**config.mk**
```make
export PLATFORM = sky130hd
export DESIGN_NAME = seg_div
export DESIGN_NICKNAME = d
export VERILOG_FILES = /design/src/rtl/seg_pkg.sv /design/src/rtl/seg_div.sv
export SDC_FILE = /design/constraint.sdc
export NUM_CORES = 1
export LEC_CHECK = 0
export BUFFER_PORTS_ARGS = -buffer_cell sky130_fd_sc_hd__buf_2
export CORE_MARGIN = 2
export CORE_UTILIZATION = 60
export CTS_CLUSTER_SIZE = 24
export DETAILED_ROUTE_END_ITERATION = 12
export GPL_TIMING_DRIVEN = 0
export PLACE_DENSITY = 0.76
export SLEW_MARGIN = 20
export SYNTH_ARGS = -nofsm -noshare
export SYNTH_HDL_FRONTEND = slang
export SYNTH_SLANG_ARGS = --single-unit
```
**constraint.sdc**
```tcl
create_clock -name clk -period 2.9 [get_ports clk]
set_input_delay 0.145 -clock clk [delete_from_list [all_inputs] [get_ports clk]]
set_output_delay 0.145 -clock clk [all_outputs]
set_load 0.05 [all_outputs]
```
**src/rtl/seg_pkg.sv**
```systemverilog
// shared constants for the segment intersection unit
package seg_pkg;

  localparam int COORD_WIDTH_DEF = 16;
  localparam int OUT_WIDTH       = 32;
  // quotient bits kept by the dividers: enough to tell 2^31 from anything larger
  localparam int QUOT_BITS       = 33;

  localparam logic [1:0] REL_CROSS      = 2'd0;
  localparam logic [1:0] REL_PARALLEL   = 2'd1;
  localparam logic [1:0] REL_COLLINEAR  = 2'd2;
  localparam logic [1:0] REL_DEGENERATE = 2'd3;

  // places of the end point coordinates in a packed coordinate word
  localparam int AX1 = 0;
  localparam int AY1 = 1;
  localparam int AX2 = 2;
  localparam int AY2 = 3;
  localparam int BX1 = 4;
  localparam int BY1 = 5;
  localparam int BX2 = 6;
  localparam int BY2 = 7;

  // places of the direction components in a packed difference word
  localparam int DXA = 0;
  localparam int DYA = 1;
  localparam int DXB = 2;
  localparam int DYB = 3;

endpackage

```
**src/rtl/seg_div.sv**
```systemverilog
// pipelined unsigned restoring divider, one quotient bit per stage, with overflow flag
module seg_div import seg_pkg::*; #(
  parameter int NW = 8,
  parameter int DW = 8,
  parameter int QB = QUOT_BITS,
  parameter int PW = 1
) (
  input  logic          clk,
  input  logic          rst_n,
  input  logic          i_valid,
  input  logic [NW-1:0] i_num,
  input  logic [DW-1:0] i_den,
  input  logic [PW-1:0] i_pay,
  output logic          o_valid,
  output logic [QB-1:0] o_quot,
  output logic          o_ovf,
  output logic [PW-1:0] o_pay
);

  localparam int NE = (NW > QB) ? NW : QB + 1;
  localparam int TW = NE - QB;
  localparam int KW = (TW > DW) ? TW : DW;

  logic          v0_r;
  logic [NE-1:0] num0_r;
  logic [DW-1:0] den0_r;
  logic [PW-1:0] pay0_r;

  logic          v_r   [QB+1];
  logic [DW-1:0] rem_r [QB+1];
  logic [QB-1:0] low_r [QB+1];
  logic [QB-1:0] quo_r [QB+1];
  logic [DW-1:0] den_r [QB+1];
  logic [PW-1:0] pay_r [QB+1];
  logic          ovf_r [QB+1];

  logic [TW-1:0] top_nxt;
  assign top_nxt = num0_r[NE-1:QB];

  always_ff @(posedge clk) begin
    if (!rst_n) begin
      v0_r     <= 1'b0;
      v_r[0]   <= 1'b0;
    end else begin
      v0_r     <= i_valid;
      v_r[0]   <= v0_r;
    end
  end

  always_ff @(posedge clk) begin
    num0_r   <= NE'(i_num);
    den0_r   <= i_den;
    pay0_r   <= i_pay;
    // quotient too large for the kept bits when the top part already reaches the divisor
    ovf_r[0] <= KW'(top_nxt) >= KW'(den0_r);
    rem_r[0] <= DW'(top_nxt);
    low_r[0] <= num0_r[QB-1:0];
    quo_r[0] <= '0;
    den_r[0] <= den0_r;
    pay_r[0] <= pay0_r;
  end

  for (genvar k = 0; k < QB; k++) begin : g_step
    logic [DW:0] t_nxt;
    logic        ge_nxt;
    assign t_nxt  = {rem_r[k], low_r[k][QB-1]};
    assign ge_nxt = t_nxt >= (DW+1)'(den_r[k]);

    always_ff @(posedge clk) begin
      if (!rst_n) begin
        v_r[k+1] <= 1'b0;
      end else begin
        v_r[k+1] <= v_r[k];
      end
    end

    always_ff @(posedge clk) begin
      rem_r[k+1] <= ge_nxt ? DW'(t_nxt - (DW+1)'(den_r[k])) : DW'(t_nxt);
      low_r[k+1] <= {low_r[k][QB-2:0], 1'b0};
      quo_r[k+1] <= {quo_r[k][QB-2:0], ge_nxt};
      den_r[k+1] <= den_r[k];
      pay_r[k+1] <= pay_r[k];
      ovf_r[k+1] <= ovf_r[k];
    end
  end

  assign o_valid = v_r[QB];
  assign o_quot  = quo_r[QB];
  assign o_ovf   = ovf_r[QB];
  assign o_pay   = pay_r[QB];

endmodule

```
==> Word-level counts from Yosys, hierarchy flattened <==
Memory sizes are Yosys's and may differ from the RTL's.
Cells that the tools add are included.
{ "totals": {"ff_bits": 18, "ramBits": 2890, "inputBits": 20, "out_inout_bits": 36, "word_cells": 181, "n_memories": 7} }
{ "mem_list": {"columns": ["memory", "words", "word_bits", "read_ports", "rd_ports_with_merged_regs", "write_ports", "line", "source"], "rows": [
  ["low_r", 34, 33, 33, 0, 34, "seg_div.sv:31", "logic [QB-1:0] low_r [QB+1];"],
  ["quo_r", 34, 33, 34, 0, 34, "seg_div.sv:32", "logic [QB-1:0] quo_r [QB+1];"],
  ["den_r", 34, 8, 33, 0, 34, "seg_div.sv:33", "logic [DW-1:0] den_r [QB+1];"],
  ["rem_r", 34, 8, 33, 0, 34, "seg_div.sv:30", "logic [DW-1:0] rem_r [QB+1];"],
  ["ovf_r", 34, 1, 34, 0, 34, "seg_div.sv:35", "logic ovf_r [QB+1];"],
  ["pay_r", 34, 1, 34, 0, 34, "seg_div.sv:34", "logic [PW-1:0] pay_r [QB+1];"],
  ["1 more memories", null, null, null, null, null, null, null]
]} }
{ "op_classes": {"n_addsub": 33, "order_cmp": 34, "mux": 69, "bitwise": 34} }
{ "ops": {"columns": ["operator", "n"], "rows": [
  [">= comparator 9 x 8 -> 1 bit", 33],
  ["2-to-1 mux 8 bit", 33],
  ["subtractor 8 bit", 33],
  ["2-to-1 mux 1 bit", 36],
  ["bitwise OR 1 bit", 34],
  [">= comparator 1 x 8 -> 1 bit, first input constant", 1]
]} }

==> Longest topological paths before layout <==
An unclocked memory read counts as a cell.
{ "depth": {"depth_word": 3, "ltp_mapped": 10, "depth_no_buf": 9} }

==> Least setup slack after synthesis <==
Ideal clock, no wire load.
{ "synth_path": {"kind": "reg-to-reg", "start": "mem den_r[4][1]", "end": "mem rem_r[5][2]", "setup_time_ns": 0.121, "arrival_time_ns": 1.941, "t_required_ns": 2.779, "slack_ns": 0.839, "stages_incl_launch_ff": 10, "n_path_buf": 1, "synth_period_minus_slack_ns": 2.061, "path_cell_list": "dfxtp_1 > inv_1 > ha_1 > ha_1 > o311ai_0 > nand2_1 > a21oi_1 > o21a_1 > buf_4 > mux2_2"} }
{ "synth_rtl": {"columns": ["element", "line"], "rows": [
  ["start: declaration", "seg_div.sv:33"],
  ["end: declaration", "seg_div.sv:30"]
]} }

==> metrics.txt <==
setup slack after layout 289 ps; Synth Flop Type dfxtp_1; TritonCTS clock tree yes; largest cells by area after synthesis dfxtp_1 67%, ha_1 7.4%, inv_1 3.4%; number of library cell types mapped by synthesis 68; top-count cell post-synth dfxtp_1; WS Path Type reg2reg; first-pass GRT wire length 108 mm; post-synthesis instance total 3554; area of the multi-input gates 12800 sq um; worst r2r path cells 9; fin nets 4076; Post-synth ARST share 0%; CTS Hold Buffers Added 20; FP Rows 98; Final ANT Viol Nets 0; DRC Markers 0; vias in the first global route 23500; DIE WIDTH 272 microns; fillers 5052; Syn Area/Cell 12.2 sq um; wire per inst 13.0 microns; biggest area consumer among synthesized cells dfxtp_1; Max IR drop VDD 915 uV; routed via count 23400; Simple-Gate Fraction of Synth Area 6.82%; Synth Register Bits 1437; sequential area share after synthesis 66.6%; Final Skew 23.6 ps; Fin. Hold Viols 0; Seq. cell area 28800 sq um; initial antenna violation count 0; hold path depth 2; CP Launch Type register; clock tree buffer depth 3; Fin Setup TNS 0 ps; final hold slack 78.2 ps; register clock-pin slew on the reported worst setup and hold paths 60 ps; pin count of the biggest net entering global routing 17; period utilization 90.0%; fin. max-slew vios 0; Detail Placement HPWL 41.2 mm; Ys Warns 0; I/O pin count 56; CTS buffer count 137; total power 58500 uW; Finished Core Util 69.6%; XOR/XNOR Fraction of Synth Area 2.01%; Initial Utilization 60.6%; # setup viols final 0; share of post-route cells with drive strength above 1 12.0%; RSZ-0062 raised after global routing no; MaxCap Viol Count 0; Critical Path AT 3190 ps; Post-CTS Resized 0; H-tree levels 4; mapped cell area 43200 sq um; Critical Path Fanout Max 9; number of vias per cell 4.84; top-area cell type share of the netlist area 66.6%; Synth Area in Compound Gates 9.32%; Worst-Margin Slew 551 ps; Final GP Congestion 0.842; P per Cell Area 1180 nW/um^2; Rel. slew slack 62.8%; leakage 0.0223 uW; Worst-Skew Late Latency 700 ps; worst slack, placed 393 ps; Core Region 71400 sq um; minimum clock period 2610 ps; status finished clean; Root Driver clkbuf_16; type of the tightest min-delay check in2reg; Global Route Usage Sum 17.4%; WP data required 3480 ps; post-CTS setup buffer count 0; GRT Residual Overflow 0; Clock Sinks 1437; mux cell area share after synthesis 2.67%; die height 272 microns; Post-Route WL 62.9 mm; Diodes inserted 0; Crit. End Element register; area grow syn2layout 15.0%; die area 74200 sq um; FMAX 383 MHz; # port buffers 55; Synth Area in Adders 8.88%; main combinational cell family by area after synthesis compound AO/OA/AOI/OAI gates; Post-synth EDFFs 0; most frequent cells after synthesis 1437 x dfxtp_1, 389 x inv_1, 257 x ha_1; Initial DRC Count 1117; Net Count, Synth 3862; First-pass DRT Iterations 5
-- area by class of cell --
| cell class | instances | area share, % |
|---|---|---|
| tap | 950 | 2.39 |
| buffer | 27 | 0.310 |
| sequential | 1437 | 57.9 |
| multi-input combinational | 1701 | 25.8 |
| clock buffer | 202 | 8.12 |
| inverter | 389 | 2.94 |
| clock inverter | 53 | 1.56 |
| timing repair buffer | 75 | 0.957 |
-- placed cells by master (no fill, tap or decap), types with 37 or more instances in the layout --
cell	instances
dfxtp_1	1437
inv_1	389
ha_1	257
nand2_1	201
nor2_1	175
o21ai_0	153
clkbuf_16	138
a21oi_1	105
mux2_2	79
buf_2	70
xnor2_1	64
o21a_1	58
nor2b_1	53
a21boi_0	41
and2_1	37
-- path summary, 6_finish.rpt --
check	startpoint	end	slack [ps]
max	den_r[4][1]$_DFF_P_	rem_r[5][2]$_DFF_P_	290
min	i_den[0]	den0_r[0]$_DFF_P_	80
max reg2reg	den_r[4][1]$_DFF_P_	rem_r[5][2]$_DFF_P_	290
min reg2reg	quo_r[29][1]$_DFF_P_	quo_r[30][2]$_DFF_P_	310
-- sequential cells by signal, summed over array words and instances (netlist names) --
name and cells:
quo_r 561, den_r 264, rem_r 256, low_r 236
ovf_r 34, pay_r 34, v_r 34, den0_r 8
num0_r 8, pay0_r 1, v0_r 1
-- stage by stage --
stage / instance area, sq um / std cells
after floorplan: 43200 / 3554
after global routing: 49700 / 4834
after CTS: 49700 / 4834
final: 49700 / 4834
after global placement: 44700 / 4559
after detailed placement: 44700 / 4559
-- worst max-delay path: stages (launching register included) --
cell and delay [ps]:
dfxtp_1 380, inv_1 60, ha_1 290, ha_1 210, o311ai_0 530, nand2_1 100
a21oi_1 220, o21a_1 160, buf_4 180, mux2_2 350
-- cell families (layout without fill, tap and decap cells) --
group / Yosys count / after routing
fa+ha+maj: 288 / 288
compound gates: 588 / 588
buf+inv: 416 / 746
simple gates: 621 / 621
xor+xnor: 99 / 99
mux: 105 / 105
flops: 1437 / 1437
-- per-layer routing --
metal,global-route usage (%),wire length [microns],vias up
li1,-,-,12200
met1,20.8,27900,10800
met2,30.8,31100,319
met3,3.60,2300,130
met4,6.81,1620,0
met5,0,0,-
-- where the power goes --
group	internal (uW)	total [uW]	leakage (uW)	switching, uW
registers	24600	26300	0.0120	1720
logic	6280	14000	0.00797	7690
clock network	11000	18200	0.00235	7230
No activity file was read; power rests on OpenSTA's default activity.
